## src/sv/segmented_hit_count_cache_policy_assert.svh

```systemverilog
// Assertion macros used by the segmented hit count cache policy sequencer.
// Depends on nothing; users must provide clk and rst_n in scope.
`ifndef SEGMENTED_HIT_COUNT_CACHE_POLICY_ASSERT_SVH
`define SEGMENTED_HIT_COUNT_CACHE_POLICY_ASSERT_SVH
`ifndef SYNTHESIS
`define SHCC_ASSERT_IMP(lbl, ante, cons, msg) \
  lbl: assert property (@(posedge clk) disable iff (!rst_n) (ante) |-> (cons)) \
    else $error(msg);
`define SHCC_ASSERT_NXT(lbl, ante, cons, msg) \
  lbl: assert property (@(posedge clk) disable iff (!rst_n) (ante) |=> (cons)) \
    else $error(msg);
`else
`define SHCC_ASSERT_IMP(lbl, ante, cons, msg)
`define SHCC_ASSERT_NXT(lbl, ante, cons, msg)
`endif
`endif

```

## src/sv/shcc_ram.sv

```systemverilog
// Generic simple dual-port RAM with one write port and a registered read.
// Depends on nothing.
module shcc_ram #(
  parameter int WIDTH = 8,
  parameter int DEPTH = 16,
  parameter int AW    = (DEPTH > 1) ? $clog2(DEPTH) : 1
) (
  input  logic             clk,
  input  logic             wr_en,
  input  logic [AW-1:0]    wr_addr,
  input  logic [WIDTH-1:0] wr_data,
  input  logic [AW-1:0]    rd_addr,
  output logic [WIDTH-1:0] rd_data
);

  logic [WIDTH-1:0] mem [DEPTH];
  logic [WIDTH-1:0] rd_data_r;

  always_ff @(posedge clk) begin
    if (wr_en) begin
      mem[wr_addr] <= wr_data;
    end
    rd_data_r <= mem[rd_addr];
  end

  assign rd_data = rd_data_r;

endmodule

```

## config.mk

```make
export PLATFORM = sky130hd
export DESIGN_NAME = shcc_ram
export DESIGN_NICKNAME = d
export VERILOG_FILES = /design/src/sv/segmented_hit_count_cache_policy_assert.svh /design/src/sv/shcc_ram.sv
export SDC_FILE = /design/constraint.sdc
export NUM_CORES = 1
export LEC_CHECK = 0
export BUFFER_PORTS_ARGS = -buffer_cell sky130_fd_sc_hd__buf_2
export CAP_MARGIN = 40
export CORE_ASPECT_RATIO = 1.5
export CORE_UTILIZATION = 45
export DETAILED_ROUTE_END_ITERATION = 6
export RECOVER_POWER = 25
export SETUP_SLACK_MARGIN = 0.05
export SYNTH_ARGS = -nofsm -noshare
export SYNTH_HDL_FRONTEND = slang
export SYNTH_SLANG_ARGS = --single-unit
```

## constraint.sdc

```tcl
create_clock -name clk -period 1.61 [get_ports clk]
set_clock_uncertainty 0.1 [all_clocks]
set_input_delay 0.0805 -clock clk [delete_from_list [all_inputs] [get_ports clk]]
set_output_delay 0.0805 -clock clk [all_outputs]
set_load 0.01 [all_outputs]
```

==> summary.md <==
| Metric | Value |
|---|---|
| Pint | `roughly 6500 µW` |
| Post-DRT Antenna Nets | `0` |
| Die Width | `between 80 and 90 µm` |
| HPWL Detailed | `6540 µm` |
| Gr usage total | `19.3%` |
| Worst setup SP type | `flop` |
| Flops & latches, synth | `around 140` |
| Diodes inserted | `0` |
| Switching share of power | `between 15 and 20%` |
| Total CTS buffers | `17` |
| Area Growth Syn to Fin | `21.9%` |
| Hold_buf cts | `8` |
| Worst Path Max Fanout | `1` |
| Setup slack after layout | `0.162 ns` |
| Period utilization | `90.0%` |
| Slew Limit Fails | `0` |
| Post-Synthesis Cells | `229` |
| # Post-CTS Setup Buffers | `0` |
| CTS resizes | `0` |
| Status | `finished, final reports clean` |
| Vias post-DR | `roughly 2500` |
| Clk pin slew, worst setup/hold paths | `approximately 0.060 ns` |
| Fin. Hold Viols | `0` |
| Post-synth top area share | `about three quarters` |
| GPL Wtd Cong | `around 0.8` |
| Max cap viols | `0` |
| Relative slew slack | `a little under three fifths` |
| Post-DR wirelength/cell | `21.9 µm` |
| Inst Count DP | `approximately 420` |
| Starting density of the core | `between 40% and 50%` |
| DRT iter0 DRCs | `221` |
| Final WL | `10000 µm` |
| DP Worst Slack | `0.0144 ns` |
| Clk_lat worst skew | `roughly 0.42 ns` |
| Crit. End Element | `flop` |
| Nets | `between 300 and 400` |
| Vias per cell | `approximately 5.5` |
| Critical path type | `flop to flop` |
| Port Buffers | `25` |
| Pin count of the biggest net entering global routing | `18` |
| Die area | `around 12000 µm²` |
| # DRC | `0` |
| Leading area contributor after synthesis | `edfxtp_1` |
| Row count | `47` |
| GR Overflow Total | `0` |
| First-pass GRT wire length | `~15000 µm` |
| Critical Path RT | `around 1.8 ns` |
| Vias in the first global route | `around 2600` |
| Detailed Routing Iterations Pass 1 | `4` |
| Peak VDD IR | `between 0.7 and 0.8 mV` |
| Gate power share | `4.9%` |
| Syn_nets | `around 250` |
| Setup TNS | `0 ns` |
| Initial antenna violation count | `0` |
| Sequential Power Share | `48.7%` |
| Mapped cell area | `between 5000 and 6000 µm²` |
| Post-synthesis sequential area ratio | `just under 80%` |
| Net Switching | `around 1600 µW` |
| CTS H-tree depth | `4` |
| Layout cells sized above 1 | `around 30%` |
| Arr. time, crit path | `about 1.7 ns` |
| Num Clock Sinks | `136` |
| Distinct cells, synth | `19` |
| Finished Layout Cells | `between 400 and 500` |
| Clk pwr share | `a little under half` |
| Hold Crit Class | `input pin to flop` |
| Tmin final | `1.45 ns` |
| Die Span Y | `approximately 130 µm` |
| Most area-consuming cells after synthesis | `edfxtp_1, mux4_2, mux4_1, dfxtp_1, a22oi_1` |
| CTS tree | `built` |
| Synth warnings | `0` |
| # setup viols final | `0` |
| Syn_area_per_cell | `around 22 µm²` |
| Core Area | `approximately 11000 µm²` |
| Unrepaired setup endpoints after global routing | `no` |
| Pwr dens | `~1300 nW/µm²` |
| Clock Path Buffers | `2` |
| FMAX | `0.690 GHz` |
| Root Buffer | `clkbuf_16` |
| Final Util | `between 50% and 60%` |
| Pleak | `roughly 0.0021 µW` |
| # IOs | `26` |
| Slew @ Worst Pin | `0.664 ns` |
[worst max-delay path, cell delays in order, from the launching register on]
cell	delay [ns]
edfxtp_1	0.40
mux4_2	0.47
a22oi_1	0.28
nand2_1	0.08
[per-layer routing]
layer	global-route usage [%]	wire length (µm)	vias to the layer above	part of all wire, %
met1	23.9	3780	1292	38
met4	8.55	206	0	2.1
met5	0	0	-	0
li1	-	-	1106	-
met3	5.61	557	18	5.6
met2	31.3	5470	90	55
[sequential cells by signal (all words and copies together), names as in the netlist]
name     flops
mem        128
rd_data      8
[final cells by class]
class | count | area [µm²]
fill | 832 | 4840
sequential | 136 | 4000
multi-input combinational | 83 | 1060
timing repair buffer | 60 | 439
clock buffer | 17 | 425
tap | 147 | 184
clock inverter | 15 | 160
[cell usage after synthesis]
cell	count
a22oi_1	16
and2_1	1
and2b_1	1
buf_2	3
buf_4	1
buf_6	3
clkdlybuf4s25_2	3
dfxtp_1	8
edfxtp_1	128
mux4_1	14
mux4_2	18
nand2_1	9
nand2b_1	2
nand3_1	1
nand3b_1	2
nor2_1	13
nor2b_1	1
nor3_1	4
or3b_2	1
[stage by stage]
stage / total power, µW / cell area [µm²] / hold WS (ns)
final: 8180 / 6270 / 0.132
after global routing: 8440 / 6270 / 0.141
after CTS: 8240 / 6290 / 0.116
after detailed placement: 4450 / 5630 / 0.371
after global placement: 4440 / 5630 / 0.363
after floorplan: 4260 / 5150 / 0.0794
[placed cells by master, fill, tap and decap left out, drive strengths merged, types with 2 or more instances in the layout]
cell | netlist | layout
nand2 | 9 | 9
nor2 | 13 | 13
mux4 | 32 | 32
bufinv | 0 | 3
edfxtp | 128 | 128
clkinv | 0 | 8
clkinvlp | 0 | 4
dfxtp | 8 | 8
nand3b | 2 | 2
dlygate4sd3 | 0 | 8
buf | 7 | 43
nand2b | 2 | 2
clkbuf | 0 | 26
nor3 | 4 | 4
a22oi | 16 | 16
[cells by family after synthesis]
logic type             after synthesis  share of synthesized area (%)
buffers and inverters               10                           1.68
and+or+nand+nor                     35                           3.18
DFF                                136                           77.8
muxes                               32                           15.0
AOI/OAI and AO/OA                   16                           2.33
[worst paths after layout]
| kind | slack [ns] | cells past startpoint | from | endpoint |
|---|---|---|---|---|
| worst max register to register | 0.16 | 3 | mem[6][6]$_DFFE_PP_ | rd_data[6]$_DFF_P_ |
| worst min-delay path | 0.13 | 3 | wr_addr[0] | mem[0][2]$_DFFE_PP_ |
| worst min register to register | 0.56 | 3 | mem[14][4]$_DFFE_PP_ | rd_data[4]$_DFF_P_ |
| worst max-delay path | 0.16 | 3 | mem[6][6]$_DFFE_PP_ | rd_data[6]$_DFF_P_ |
[power by group through the flow]
| stage | clock (µW) | combinational (µW) | sequential [µW] |
|---|---|---|---|
| after global placement | 0 | 392 | 4050 |
| final | 3790 | 402 | 3980 |
| after floorplan | 0 | 201 | 4060 |
| after global routing | 4010 | 440 | 3990 |
| after detailed placement | 0 | 396 | 4050 |
| after CTS | 3840 | 413 | 3980 |
(Power assumes the default switching activity.)
