## src/sv/segmented_hit_count_cache_policy_assert.svh

```systemverilog
// Assertion macros used by the segmented hit count cache policy sequencer.
// Depends on nothing; users must provide clk and rst_n in scope.
`ifndef SEGMENTED_HIT_COUNT_CACHE_POLICY_ASSERT_SVH
`define SEGMENTED_HIT_COUNT_CACHE_POLICY_ASSERT_SVH
`ifndef SYNTHESIS
`define SHCC_ASSERT_IMP(lbl, ante, cons, msg) \
  lbl: assert property (@(posedge clk) disable iff (!rst_n) (ante) |-> (cons)) \
    else $error(msg);
`define SHCC_ASSERT_NXT(lbl, ante, cons, msg) \
  lbl: assert property (@(posedge clk) disable iff (!rst_n) (ante) |=> (cons)) \
    else $error(msg);
`else
`define SHCC_ASSERT_IMP(lbl, ante, cons, msg)
`define SHCC_ASSERT_NXT(lbl, ante, cons, msg)
`endif
`endif

```

## src/sv/shcc_pkg.sv

```systemverilog
// Shared types, defaults and register indexes for the segmented hit count
// cache policy. Depends on nothing.
package shcc_pkg;

  localparam int HOT_DEPTH_DEF   = 8;
  localparam int WARM_DEPTH_DEF  = 128;
  localparam int KEY_WIDTH_DEF   = 32;
  localparam int COUNT_WIDTH_DEF = 16;

  localparam logic [15:0] THRESHOLD_RST = 16'd10;
  localparam logic [15:0] PERIOD_RST    = 16'd200;
  localparam logic [3:0]  HOT_CAP_RST   = 4'd8;
  localparam logic [7:0]  WARM_CAP_RST  = 8'd120;

  localparam logic [1:0] REG_HOT_THRESHOLD = 2'd0;
  localparam logic [1:0] REG_DECAY_PERIOD  = 2'd1;
  localparam logic [1:0] REG_HOT_CAPACITY  = 2'd2;
  localparam logic [1:0] REG_WARM_CAPACITY = 2'd3;

  typedef struct packed {
    logic [15:0] hot_threshold;
    logic [15:0] decay_period;
    logic [3:0]  hot_capacity;
    logic [7:0]  warm_capacity;
  } cfg_t;

  typedef struct packed {
    logic        was_hit;
    logic        hit_in_hot;
    logic [31:0] total_hit_count;
  } res_t;

endpackage

```

## src/sv/shcc_seq.sv

```systemverilog
// Request sequencer: searches, bubbles, promotes and decays entries held in
// the hot and warm RAMs. Depends on shcc_pkg and the assertion header.
`include "segmented_hit_count_cache_policy_assert.svh"
module shcc_seq
  import shcc_pkg::*;
#(
  parameter int HOT_DEPTH   = HOT_DEPTH_DEF,
  parameter int WARM_DEPTH  = WARM_DEPTH_DEF,
  parameter int KEY_WIDTH   = KEY_WIDTH_DEF,
  parameter int COUNT_WIDTH = COUNT_WIDTH_DEF,
  parameter int HAW = (HOT_DEPTH > 1) ? $clog2(HOT_DEPTH) : 1,
  parameter int WAW = (WARM_DEPTH > 1) ? $clog2(WARM_DEPTH) : 1,
  parameter int EW  = KEY_WIDTH + COUNT_WIDTH
) (
  input  logic                 clk,
  input  logic                 rst_n,
  input  logic                 start,
  input  logic [KEY_WIDTH-1:0] start_key,
  output logic                 idle,
  input  cfg_t                 cfg,
  input  logic                 res_ready,
  output logic                 res_valid,
  output res_t                 res,
  output logic                 hot_we,
  output logic [HAW-1:0]       hot_waddr,
  output logic [EW-1:0]        hot_wdata,
  output logic [HAW-1:0]       hot_raddr,
  input  logic [EW-1:0]        hot_rdata,
  output logic                 warm_we,
  output logic [WAW-1:0]       warm_waddr,
  output logic [EW-1:0]        warm_wdata,
  output logic [WAW-1:0]       warm_raddr,
  input  logic [EW-1:0]        warm_rdata
);

  localparam int HFW = $clog2(HOT_DEPTH + 1);
  localparam int WFW = $clog2(WARM_DEPTH + 1);
  localparam int IW  = (HFW > WFW) ? HFW : WFW;

  localparam logic [4:0] S_IDLE   = 5'd0;
  localparam logic [4:0] S_HS_RD  = 5'd1;
  localparam logic [4:0] S_HS_CMP = 5'd2;
  localparam logic [4:0] S_WS_RD  = 5'd3;
  localparam logic [4:0] S_WS_CMP = 5'd4;
  localparam logic [4:0] S_INS    = 5'd5;
  localparam logic [4:0] S_EVICT  = 5'd6;
  localparam logic [4:0] S_BUB_RD = 5'd7;
  localparam logic [4:0] S_BUB_CMP = 5'd8;
  localparam logic [4:0] S_RET    = 5'd9;
  localparam logic [4:0] S_PR_CMP = 5'd10;
  localparam logic [4:0] S_SH_RD  = 5'd11;
  localparam logic [4:0] S_SH_WR  = 5'd12;
  localparam logic [4:0] S_DEC_CHK = 5'd13;
  localparam logic [4:0] S_DEC_RD = 5'd14;
  localparam logic [4:0] S_DEC_WR = 5'd15;
  localparam logic [4:0] S_DEM_RD = 5'd16;
  localparam logic [4:0] S_DEM_LD = 5'd17;
  localparam logic [4:0] S_DONE   = 5'd18;

  localparam logic LST_WARM = 1'b0;
  localparam logic LST_HOT  = 1'b1;

  localparam logic [1:0] RET_LOOKUP = 2'd0;
  localparam logic [1:0] RET_PROMO  = 2'd1;
  localparam logic [1:0] RET_EVICT  = 2'd2;
  localparam logic [1:0] RET_DEMOTE = 2'd3;

  logic [4:0]             state_r, state_nxt;
  logic [IW-1:0]          hfill_r, hfill_nxt, wfill_r, wfill_nxt;
  logic [15:0]            tick_r, tick_nxt;
  logic [31:0]            hits_r, hits_nxt;
  logic [KEY_WIDTH-1:0]   key_r, key_nxt;
  logic [KEY_WIDTH-1:0]   ck_r, ck_nxt, ek_r, ek_nxt;
  logic [COUNT_WIDTH-1:0] cc_r, cc_nxt, ec_r, ec_nxt;
  logic                   have_ev_r, have_ev_nxt;
  logic                   lst_r, lst_nxt;
  logic [1:0]             ret_r, ret_nxt;
  logic [IW-1:0]          idx_r, idx_nxt, pos_r, pos_nxt;
  logic [IW-1:0]          keep_r, keep_nxt, dem_end_r, dem_end_nxt;
  logic                   hit_r, hit_nxt, inhot_r, inhot_nxt;

  logic [IW-1:0]          rd_addr, wr_addr, hcap, wcap;
  logic [IW-1:0]          hlast, wlast, posm1, idxm1, idxp1, keep_n, dem_last;
  logic                   wr_en, wr_lst;
  logic [EW-1:0]          wr_data, d_lst;
  logic [KEY_WIDTH-1:0]   hk, wk;
  logic [COUNT_WIDTH-1:0] hc, wc, dc, hc_inc, wc_inc, c3;
  logic [COUNT_WIDTH+1:0] c3w;
  logic [16:0]            tick1;
  logic [31:0]            hits_inc;

  assign hk = hot_rdata[EW-1:COUNT_WIDTH];
  assign hc = hot_rdata[COUNT_WIDTH-1:0];
  assign wk = warm_rdata[EW-1:COUNT_WIDTH];
  assign wc = warm_rdata[COUNT_WIDTH-1:0];
  assign d_lst = (lst_r == LST_HOT) ? hot_rdata : warm_rdata;
  assign dc = d_lst[COUNT_WIDTH-1:0];
  assign hc_inc = (hc == {COUNT_WIDTH{1'b1}}) ? hc : hc + COUNT_WIDTH'(1);
  assign wc_inc = (wc == {COUNT_WIDTH{1'b1}}) ? wc : wc + COUNT_WIDTH'(1);
  assign hits_inc = (hits_r == 32'hFFFF_FFFF) ? hits_r : hits_r + 32'd1;
  // Scaling by 3/4 keeps the hot list in descending order, so the demoted
  // entries always form a tail of the list.
  assign c3w = ({2'b00, hc} << 1) + {2'b00, hc};
  assign c3 = c3w[COUNT_WIDTH+1:2];
  assign keep_n = keep_r + IW'(32'(c3) >= 32'(cfg.hot_threshold));
  assign tick1 = {1'b0, tick_r} + 17'd1;

  assign hlast = hfill_r - IW'(1);
  assign wlast = wfill_r - IW'(1);
  assign posm1 = pos_r - IW'(1);
  assign idxm1 = idx_r - IW'(1);
  assign idxp1 = idx_r + IW'(1);
  assign dem_last = dem_end_r - IW'(1);

  always_comb begin
    if (cfg.hot_capacity == 4'd0) begin
      hcap = IW'(1);
    end else if (32'(cfg.hot_capacity) > HOT_DEPTH) begin
      hcap = IW'(HOT_DEPTH);
    end else begin
      hcap = IW'(cfg.hot_capacity);
    end
    if (cfg.warm_capacity == 8'd0) begin
      wcap = IW'(1);
    end else if (32'(cfg.warm_capacity) > WARM_DEPTH) begin
      wcap = IW'(WARM_DEPTH);
    end else begin
      wcap = IW'(cfg.warm_capacity);
    end
  end

  always_comb begin
    state_nxt = state_r;
    hfill_nxt = hfill_r;
    wfill_nxt = wfill_r;
    tick_nxt = tick_r;
    hits_nxt = hits_r;
    key_nxt = key_r;
    ck_nxt = ck_r;
    cc_nxt = cc_r;
    ek_nxt = ek_r;
    ec_nxt = ec_r;
    have_ev_nxt = have_ev_r;
    lst_nxt = lst_r;
    ret_nxt = ret_r;
    idx_nxt = idx_r;
    pos_nxt = pos_r;
    keep_nxt = keep_r;
    dem_end_nxt = dem_end_r;
    hit_nxt = hit_r;
    inhot_nxt = inhot_r;
    rd_addr = idx_r;
    wr_en = 1'b0;
    wr_lst = lst_r;
    wr_addr = pos_r;
    wr_data = {ck_r, cc_r};

    unique case (state_r)
      S_IDLE: begin
        if (start) begin
          key_nxt = start_key;
          hit_nxt = 1'b0;
          inhot_nxt = 1'b0;
          if (hfill_r != '0) begin
            idx_nxt = hlast;
            state_nxt = S_HS_RD;
          end else if (wfill_r != '0) begin
            idx_nxt = wlast;
            state_nxt = S_WS_RD;
          end else begin
            ck_nxt = start_key;
            cc_nxt = '0;
            lst_nxt = LST_WARM;
            ret_nxt = RET_LOOKUP;
            state_nxt = S_INS;
          end
        end
      end
      S_HS_RD: state_nxt = S_HS_CMP;
      S_HS_CMP: begin
        if (hk == key_r) begin
          ck_nxt = key_r;
          cc_nxt = hc_inc;
          pos_nxt = idx_r;
          lst_nxt = LST_HOT;
          ret_nxt = RET_LOOKUP;
          hit_nxt = 1'b1;
          inhot_nxt = 1'b1;
          hits_nxt = hits_inc;
          state_nxt = S_BUB_RD;
        end else if (idx_r != '0) begin
          idx_nxt = idxm1;
          state_nxt = S_HS_RD;
        end else if (wfill_r != '0) begin
          idx_nxt = wlast;
          state_nxt = S_WS_RD;
        end else begin
          ck_nxt = key_r;
          cc_nxt = '0;
          lst_nxt = LST_WARM;
          ret_nxt = RET_LOOKUP;
          state_nxt = S_INS;
        end
      end
      S_WS_RD: state_nxt = S_WS_CMP;
      S_WS_CMP: begin
        if (wk == key_r) begin
          ck_nxt = key_r;
          cc_nxt = wc_inc;
          pos_nxt = idx_r;
          lst_nxt = LST_WARM;
          ret_nxt = RET_LOOKUP;
          hit_nxt = 1'b1;
          hits_nxt = hits_inc;
          state_nxt = S_BUB_RD;
        end else if (idx_r != '0) begin
          idx_nxt = idxm1;
          state_nxt = S_WS_RD;
        end else begin
          ck_nxt = key_r;
          cc_nxt = '0;
          lst_nxt = LST_WARM;
          ret_nxt = RET_LOOKUP;
          state_nxt = S_INS;
        end
      end
      S_INS: begin
        if (lst_r == LST_HOT) begin
          if (hfill_r >= hcap) begin
            rd_addr = hlast;
            state_nxt = S_EVICT;
          end else begin
            pos_nxt = hfill_r;
            hfill_nxt = hfill_r + IW'(1);
            state_nxt = S_BUB_RD;
          end
        end else begin
          if (wfill_r >= wcap) begin
            pos_nxt = wlast;
          end else begin
            pos_nxt = wfill_r;
            wfill_nxt = wfill_r + IW'(1);
          end
          state_nxt = S_BUB_RD;
        end
      end
      S_EVICT: begin
        // The last hot entry is replaced and later goes back to warm.
        ek_nxt = hk;
        ec_nxt = hc;
        have_ev_nxt = 1'b1;
        pos_nxt = hlast;
        state_nxt = S_BUB_RD;
      end
      S_BUB_RD: begin
        if (pos_r == '0) begin
          wr_en = 1'b1;
          state_nxt = S_RET;
        end else begin
          rd_addr = posm1;
          state_nxt = S_BUB_CMP;
        end
      end
      S_BUB_CMP: begin
        wr_en = 1'b1;
        if (cc_r >= dc) begin
          wr_data = d_lst;
          pos_nxt = posm1;
          state_nxt = S_BUB_RD;
        end else begin
          state_nxt = S_RET;
        end
      end
      S_RET: begin
        unique case (ret_r)
          RET_LOOKUP: begin
            rd_addr = '0;
            state_nxt = (wfill_r != '0) ? S_PR_CMP : S_DEC_CHK;
          end
          RET_PROMO: begin
            if (have_ev_r) begin
              ck_nxt = ek_r;
              cc_nxt = ec_r;
              have_ev_nxt = 1'b0;
              lst_nxt = LST_WARM;
              ret_nxt = RET_EVICT;
              state_nxt = S_INS;
            end else begin
              state_nxt = S_DEC_CHK;
            end
          end
          RET_EVICT: state_nxt = S_DEC_CHK;
          RET_DEMOTE: begin
            if (idx_r == dem_last) begin
              state_nxt = S_DONE;
            end else begin
              idx_nxt = idxp1;
              state_nxt = S_DEM_RD;
            end
          end
          default: state_nxt = S_DEC_CHK;
        endcase
      end
      S_PR_CMP: begin
        if (32'(wc) >= 32'(cfg.hot_threshold)) begin
          ck_nxt = wk;
          cc_nxt = wc;
          have_ev_nxt = 1'b0;
          if (wfill_r == IW'(1)) begin
            wfill_nxt = '0;
            lst_nxt = LST_HOT;
            ret_nxt = RET_PROMO;
            state_nxt = S_INS;
          end else begin
            idx_nxt = IW'(1);
            state_nxt = S_SH_RD;
          end
        end else begin
          state_nxt = S_DEC_CHK;
        end
      end
      S_SH_RD: state_nxt = S_SH_WR;
      S_SH_WR: begin
        wr_en = 1'b1;
        wr_lst = LST_WARM;
        wr_addr = idxm1;
        wr_data = warm_rdata;
        if (idx_r == wlast) begin
          wfill_nxt = wlast;
          lst_nxt = LST_HOT;
          ret_nxt = RET_PROMO;
          state_nxt = S_INS;
        end else begin
          idx_nxt = idxp1;
          state_nxt = S_SH_RD;
        end
      end
      S_DEC_CHK: begin
        if (tick1 >= {1'b0, cfg.decay_period}) begin
          tick_nxt = '0;
          idx_nxt = '0;
          keep_nxt = '0;
          state_nxt = (hfill_r != '0) ? S_DEC_RD : S_DONE;
        end else begin
          tick_nxt = tick1[15:0];
          state_nxt = S_DONE;
        end
      end
      S_DEC_RD: state_nxt = S_DEC_WR;
      S_DEC_WR: begin
        wr_en = 1'b1;
        wr_lst = LST_HOT;
        wr_addr = idx_r;
        wr_data = {hk, c3};
        keep_nxt = keep_n;
        if (idx_r == hlast) begin
          dem_end_nxt = hfill_r;
          hfill_nxt = keep_n;
          idx_nxt = keep_n;
          state_nxt = (keep_n == hfill_r) ? S_DONE : S_DEM_RD;
        end else begin
          idx_nxt = idxp1;
          state_nxt = S_DEC_RD;
        end
      end
      S_DEM_RD: state_nxt = S_DEM_LD;
      S_DEM_LD: begin
        ck_nxt = hk;
        cc_nxt = hc;
        lst_nxt = LST_WARM;
        ret_nxt = RET_DEMOTE;
        state_nxt = S_INS;
      end
      S_DONE: begin
        if (res_ready) begin
          state_nxt = S_IDLE;
        end
      end
      default: state_nxt = S_IDLE;
    endcase
  end

  always_ff @(posedge clk) begin
    if (!rst_n) begin
      state_r <= S_IDLE;
      hfill_r <= '0;
      wfill_r <= '0;
      tick_r <= '0;
      hits_r <= '0;
    end else begin
      state_r <= state_nxt;
      hfill_r <= hfill_nxt;
      wfill_r <= wfill_nxt;
      tick_r <= tick_nxt;
      hits_r <= hits_nxt;
    end
  end

  always_ff @(posedge clk) begin
    key_r <= key_nxt;
    ck_r <= ck_nxt;
    cc_r <= cc_nxt;
    ek_r <= ek_nxt;
    ec_r <= ec_nxt;
    have_ev_r <= have_ev_nxt;
    lst_r <= lst_nxt;
    ret_r <= ret_nxt;
    idx_r <= idx_nxt;
    pos_r <= pos_nxt;
    keep_r <= keep_nxt;
    dem_end_r <= dem_end_nxt;
    hit_r <= hit_nxt;
    inhot_r <= inhot_nxt;
  end

  assign hot_raddr = rd_addr[HAW-1:0];
  assign warm_raddr = rd_addr[WAW-1:0];
  assign hot_we = wr_en && (wr_lst == LST_HOT);
  assign warm_we = wr_en && (wr_lst == LST_WARM);
  assign hot_waddr = wr_addr[HAW-1:0];
  assign warm_waddr = wr_addr[WAW-1:0];
  assign hot_wdata = wr_data;
  assign warm_wdata = wr_data;

  assign idle = (state_r == S_IDLE);
  assign res_valid = (state_r == S_DONE);
  assign res.was_hit = hit_r;
  assign res.hit_in_hot = inhot_r;
  assign res.total_hit_count = hits_r;

  `SHCC_ASSERT_IMP(a_hot_fill_max, 1'b1, hfill_r <= IW'(HOT_DEPTH), "hot fill above depth")
  `SHCC_ASSERT_IMP(a_warm_fill_max, 1'b1, wfill_r <= IW'(WARM_DEPTH), "warm fill above depth")
  `SHCC_ASSERT_IMP(a_one_write, 1'b1, !(hot_we && warm_we), "both lists written at once")
  `SHCC_ASSERT_NXT(a_start_busy, start && state_r == S_IDLE, state_r != S_IDLE, "start lost")

endmodule
```

## config.mk

```make
export PLATFORM = sky130hd
export DESIGN_NAME = shcc_seq
export DESIGN_NICKNAME = d
export VERILOG_FILES = /design/src/sv/shcc_pkg.sv /design/src/sv/shcc_seq.sv
export VERILOG_INCLUDE_DIRS = /design/src /design/src/sv
export SDC_FILE = /design/constraint.sdc
export NUM_CORES = 1
export LEC_CHECK = 0
export ABC_CLOCK_PERIOD_IN_PS = 18270
export BUFFER_PORTS_ARGS = -buffer_cell sky130_fd_sc_hd__buf_4
export CORE_UTILIZATION = 63
export CTS_CLUSTER_DIAMETER = 50
export DETAILED_ROUTE_END_ITERATION = 10
export PLACE_DENSITY = 0.88
export SLEW_MARGIN = 20
export SYNTH_ARGS = -nofsm -noshare
export SYNTH_HDL_FRONTEND = slang
export SYNTH_SLANG_ARGS = --single-unit
```

## constraint.sdc

```tcl
create_clock -name clk -period 18.27 [get_ports clk]
set_input_delay 1.827 -clock clk [delete_from_list [all_inputs] [get_ports clk]]
set_output_delay 1.827 -clock clk [all_outputs]
set_load 0.05 [all_outputs]
```

==> flow_summary.toml, run 1 <==
[clocking]
numCtsBuffers = 31
holdBufCountCts = 0
cts.sinks = 235
cts.clk_slew.worst_paths_ns = 0.06
cts_tree = "yes"
postCtsSetupBuffers = 0
root_buffer = "clkbuf_16"
clk-insertion-delay-late_ns = 0.58
ctsLongestPathBuffers = 3
h-tree-depth = 1
ctsResizeCount = 0

[worst_setup_path]
ff2ff_path_depth = 14
worstSetupEndpointType = "output port"
path_delay_family = "compound AO/OA/AOI/OAI gates"
worstPathArrival_ns = 4.96
r2r_start = "tick_r[0]"
critPathRequiredTime_ns = 16.44
r2r_end = "idx_r[6]"
crit_fanout = 33
max_stage_delay_ns = 0.54
crit_buf_inv = 3
cpMaxStageDelayCell = "a21oi_1"
cp_common_cell = "buf_4"
crit_chain = "buf_4, nand2_1, o21ai_0, ha_1, nor2b_1, o21ai_0, a41oi_1, a21oi_1, o21ai_1, o21ai_2, buf_4, a221o_1, buf_4"
path_class = "primary input to output port"
cp-start-kind = "primary input"
regToRegSetupSlack_ns = 12.71

[placement]
hpwl_microns = 47700
place_congestion = 1.01
port_buffers = 329

[routing]
wl_per_cell_microns = 23.7
antenna_left = 0
vias_per_cell = 6.97
vias = 19700
dr.pass1.iters = 6
drt-initial-drc-count = 3120
routed_wl_microns = 66800
drc_errors = 0

[timing]
hold_slack_ns = 0.486
tns_ns = 0
min_period_ns = 6.78
skew_ns = 0.0235
fmax_mhz = 147
slew_viol_final = 0
final.period_utilization_pct = 37.1
relSlewSlack_pct = 21.1
rsz0062_at_grt = "no"
hold_viol_final = 0
finalSetupViolations = 0
worst_pin_slew_ns = 1.18

[power]
intPower_mw = 1.68
peakVddDrop_v = 0.000106
p_per_area_nw_per_um2 = 146
pwr-share-comb_pct = 53.9
switching_power_mw = 1.60
swShare_pct = 48.8
p_leak_nw = 9.16
clock_power_share_pct = 18.8
seqPwrFrac_pct = 27.2

[hold_path]
min_path_cells = 2
min_from = "tick_r[14]"
hold_class = "flop to flop"
holdPathEnd = "tick_r[14]"

[yosys]
yosys_warnings = 0
synth-edff-count = 166
syn_area_sq_um = 19200
netlist_instances = 2213
synth_ff_type = "edfxtp_1"
synth-seq-area-share_pct = 33.1
synth_nets = 2502
synthArstFlopShare_pct = 0
avgSynthCellArea_sq_um = 8.70
synthDistinctLibCells = 94
ys_ff_latch = 235

[final_layout]
final_cell_mix = "buf_4 (355), nand2_1 (194), edfxtp_1 (166)"
synthToLayoutAreaGrowth_pct = 16.9
drive_above_1_share_pct = 18.7
n_fill_cell = 2159
multiInputGateArea_sq_um = 11600
seq_area_sq_um = 6370
n_antenna_cell = 0
final_common_cell = "buf_4"
nets = 2695

[global_route]
grt_use_met1_pct = 55.2
track_usage_pct = 41.0
grt_antenna_before_repair = 1
grtUsageMet2_pct = 64.3
grt_pass1_wl_microns = 100000
grt_max_degree = 69
grt_pass1_vias = 18200
grt_busiest_layer = "met2"
grt_remaining_overflow = 0
grt_util_met3_pct = 7.50

[die]
ioPinCount = 330
die-area_sq_um = 31200
fp.coreArea_sq_um = 29900
die_h_microns = 177
initial_core_util_pct = 64.4
fp.dieW_microns = 177
rows = 63

[run]
cap_violations = 0

[status]
status = "finished, final reports clean"
==> state kept, by name (all words and copies together), names as in the netlist <==
signal,flops
pos_r,8
tick_r,16
ret_r,2
dem_end_r,8
ec_r,16
wfill_r,8
key_r,32
state_r,5
cc_r,16
hfill_r,8
hit_r,1
ck_r,32
hits_r,32
keep_r,8
have_ev_r,1
inhot_r,1
lst_r,1
idx_r,8
ek_r,32
==> synth_stat cells, types with 32 or more instances <==
cell type / count / area share [%]
a21oi_1: 137 / 3.6
a31oi_1: 54 / 1.8
dfxtp_1: 69 / 7.2
nand2_1: 194 / 3.8
nor2_1: 152 / 3.0
nand3_1: 76 / 2.0
inv_1: 83 / 1.6
o21ai_0: 82 / 2.1
clkbuf_1: 107 / 2.1
ha_1: 112 / 7.3
xnor2_1: 62 / 2.8
nor3_1: 48 / 1.2
a22oi_1: 79 / 3.1
a221o_1: 48 / 2.5
mux2i_1: 32 / 1.7
buf_4: 57 / 2.2
xor2_1: 118 / 5.4
edfxtp_1: 166 / 26
==> power groups by stage <==
stage          combinational [mW]  sequential, mW  clock, mW
6_report                     1.77           0.894      0.617
5_1_grt                      1.85           0.901      0.637
4_1_cts                      1.73           0.886      0.615
3_5_place_dp                 1.72           0.895          0
3_3_place_gp                 1.70           0.892          0
2_1_floorplan                1.33           0.822          0
==> metrics by stage <==
step,cells,setup slack [ns],instance area (sq um),power (mW),utilization (%)
global placement,2763,11.66,21500,2.59,71.9
CTS,2820,11.65,22500,3.23,75.3
detailed placement,2763,11.60,21500,2.61,71.9
global route,2820,11.32,22500,3.39,75.3
finish,2820,11.49,22500,3.28,75.3
floorplan,2213,10.96,19200,2.15,-
==> layout make-up <==
cell class	count	share of cell area, %
Clock inverter	21	0.979
Clock buffer	36	3.58
Timing Repair Buffer	355	11.8
Inverter	84	1.40
Tap cell	390	2.17
Multi-Input combinational cell	1699	51.7
Sequential cell	235	28.3
==> logic make-up (layout without fill, tap and decap cells) <==
family / count (synthesis) / in the layout / share of synthesized area [%]
AOI/OAI and AO/OA: 622 / 622 / 22.4
muxes: 37 / 37 / 1.96
and+or+nand+nor: 743 / 743 / 19.7
DFF: 235 / 235 / 33.1
adders and majority gates: 113 / 113 / 7.39
xor gates and xnor gates: 184 / 184 / 8.67
buffers and inverters: 279 / 496 / 6.81
==> how the worst max path moves through the flow <==
stage	start	end	slack (ns)	cells after the start
2_1_floorplan	cfg[30]	ck_r[0]	10.96	8
3_3_place_gp	hot_rdata[0]	state_r[1]	11.66	23
3_5_place_dp	hot_rdata[0]	state_r[1]	11.60	23
4_1_cts	hot_rdata[0]	hot_wdata[26]	11.65	13
5_1_grt	warm_rdata[0]	warm_wdata[26]	11.32	13
6_report	hot_rdata[0]	warm_wdata[26]	11.49	13
==> metal layers <==
layer  share of wire (%)  vias up
li1                    -     8642
met1                  38     9149
met2                  45     1596
met3                  13      277
met4                 4.8        2
met5               0.027        -
==> tightest hold or removal path, stage by stage (launching register included) <==
cell and delay (ns):
dfxtp_1 0.33, nand2_1 0.06, a21oi_1 0.05
(Power assumes the default switching activity.)
==> inputs of run 2 (changes only) <==
--- a/config.mk
+++ b/config.mk
@@ -6,12 +6,12 @@
 export SDC_FILE = /design/constraint.sdc
 export NUM_CORES = 1
 export LEC_CHECK = 0
-export ABC_CLOCK_PERIOD_IN_PS = 18270
+export ABC_CLOCK_PERIOD_IN_PS = 6300
 export BUFFER_PORTS_ARGS = -buffer_cell sky130_fd_sc_hd__buf_4
-export CORE_UTILIZATION = 63
+export CORE_UTILIZATION = 58
 export CTS_CLUSTER_DIAMETER = 50
 export DETAILED_ROUTE_END_ITERATION = 10
-export PLACE_DENSITY = 0.88
+export PLACE_DENSITY = 0.82
 export SLEW_MARGIN = 20
 export SYNTH_ARGS = -nofsm -noshare
 export SYNTH_HDL_FRONTEND = slang
==> constraint.sdc (replaced) <==
create_clock -name clk -period 6.3 [get_ports clk]
set_input_delay 0.63 -clock clk [delete_from_list [all_inputs] [get_ports clk]]
set_output_delay 0.63 -clock clk [all_outputs]
set_load 0.05 [all_outputs]
==> run 2 against run 1 <==
Via count decreased by 1.8%; sequential cell count unchanged; critical endpoint is now warm_wdata[32]; largest cell class unchanged; critical path depth unchanged; worst setup slack got worse by 11 ns.
==> flow_summary.toml, run 2 (synthesis gave the netlist of run 1 again) <==
[status]
status = "finished, final reports clean"

[power]
total_power_mw = 9.59
peakVddDrop_v = 0.000355
p_leak_nw = 9.20
p_per_area_nw_per_um2 = 423

[final_layout]
fin_util_pct = 69.5
nets = 2702
final_common_cell = "buf_4"
n_antenna_cell = 0
stdcell_count = 2880
n_fill_cell = 2679
drive_above_1_share_pct = 19.0
synthToLayoutAreaGrowth_pct = 17.8
final_cell_mix = "buf_4 (362), nand2_1 (194), edfxtp_1 (166)"
final_area_sq_um = 22700

[worst_setup_path]
crit_buf_inv = 4
cp_common_cell = "buf_4"
cpMaxStageDelayCell = "edfxtp_1"
max_stage_delay_ns = 0.80
path_delay_family = "compound AO/OA/AOI/OAI gates"
critPathRequiredTime_ns = 5.67
path_class = "flop to output port"
worstSetupEndpointType = "output port"
crit_fanout = 33
worstPathArrival_ns = 5.02
crit_chain = "buf_4, mux2i_1, ha_1, o21a_1, o21a_1, o221ai_1, a21oi_1, o21ai_1, buf_4, o21ai_2, buf_4, a221o_1, buf_4"
cp-start-kind = "flop"

[die]
initial_core_util_pct = 59.0
fp.dieW_microns = 184
die_h_microns = 184
die-area_sq_um = 33900
rows = 66
fp.coreArea_sq_um = 32600
ioPinCount = 330

[placement]
place_congestion = 1.03
dp_cells = 2822
dpl_cell_area_sq_um = 21600
port_buffers = 329
pre_cts_ws_ns = 0.702
hpwl_microns = 49100

[timing]
tns_ns = 0
slew_viol_final = 0
skew_ns = 0.0164
hold_slack_ns = 0.215
fmax_mhz = 177
min_period_ns = 5.65
final.period_utilization_pct = 89.7
fin_ws_ns = 0.646
rsz0062_at_grt = "no"
worst_pin_slew_ns = 1.11
relSlewSlack_pct = 25.2
hold_viol_final = 0
finalSetupViolations = 0

[routing]
vias = 19300
antenna_left = 0
drt-initial-drc-count = 2378
drc_errors = 0
vias_per_cell = 6.71
wl_per_cell_microns = 23.7
dr.pass1.iters = 6
routed_wl_microns = 68100

[global_route]
grtUsageMet2_pct = 59.3
grt_busiest_layer = "met2"
grt_pass1_vias = 18000
grt_antenna_before_repair = 0
grt_util_met3_pct = 8.97
grt_use_met1_pct = 52.7
grt_max_degree = 68
grt_pass1_wl_microns = 102000
track_usage_pct = 38.8
grt_remaining_overflow = 0

[clocking]
ctsLongestPathBuffers = 3
ctsResizeCount = 0
root_buffer = "clkbuf_16"
clk-insertion-delay-late_ns = 0.60
postCtsSetupBuffers = 0
cts.clk_slew.worst_paths_ns = 0.06
cts.sinks = 235
holdBufCountCts = 0
numCtsBuffers = 31
h-tree-depth = 1
cts_tree = "yes"

[run]
cap_violations = 0

[hold_path]
hold_class = "primary input to flop"
==> run 2: area by class of cell <==
| cell class | count | area, sq um | area share (%) |
|---|---|---|---|
| clock buffers | 41 | 843 | 3.72 |
| clock inverters | 17 | 216 | 0.955 |
| flip-flops and latches | 235 | 6370 | 28.1 |
| multi-input cells | 1699 | 11600 | 51.4 |
| well taps | 442 | 553 | 2.44 |
| inverters | 84 | 315 | 1.39 |
| repair buffers | 362 | 2720 | 12.0 |
==> run 2: routing by layer <==
layer | share of wire (%) | vias to the layer above
met4 | 4.2 | 2
li1 | - | 8685
met1 | 40 | 9176
met3 | 12 | 191
met2 | 44 | 1265
met5 | 0.10 | -
==> run 2: final timing paths <==
path                      start              to  slack [ns]  cells past startpoint
setup / recovery          lst_r  warm_wdata[32]        0.65                     13
hold / removal    start_key[31]       key_r[31]        0.21                      1
setup reg to reg      tick_r[2]        idx_r[1]        1.20                     14
hold reg to reg      tick_r[14]      tick_r[14]        0.50                      2
==> run 2: power by group <==
part	switching (mW)	leakage, nW	internal (mW)	total [mW]
clock network	0.744	0.506	1.08	1.82
registers	0.383	2.14	2.19	2.58
logic	3.55	6.55	1.64	5.19
total	4.68	9.20	4.92	9.59
==> run 2: worst reg2reg max path: cells and delay by family (launching register included) <==
family          cells  cell delay, ns
xor+xnor            1            0.09
simple gates        7            2.48
buf+inv             2            0.49
flops               1            0.47
compound gates      3            0.94
fa+ha+maj           1            0.29
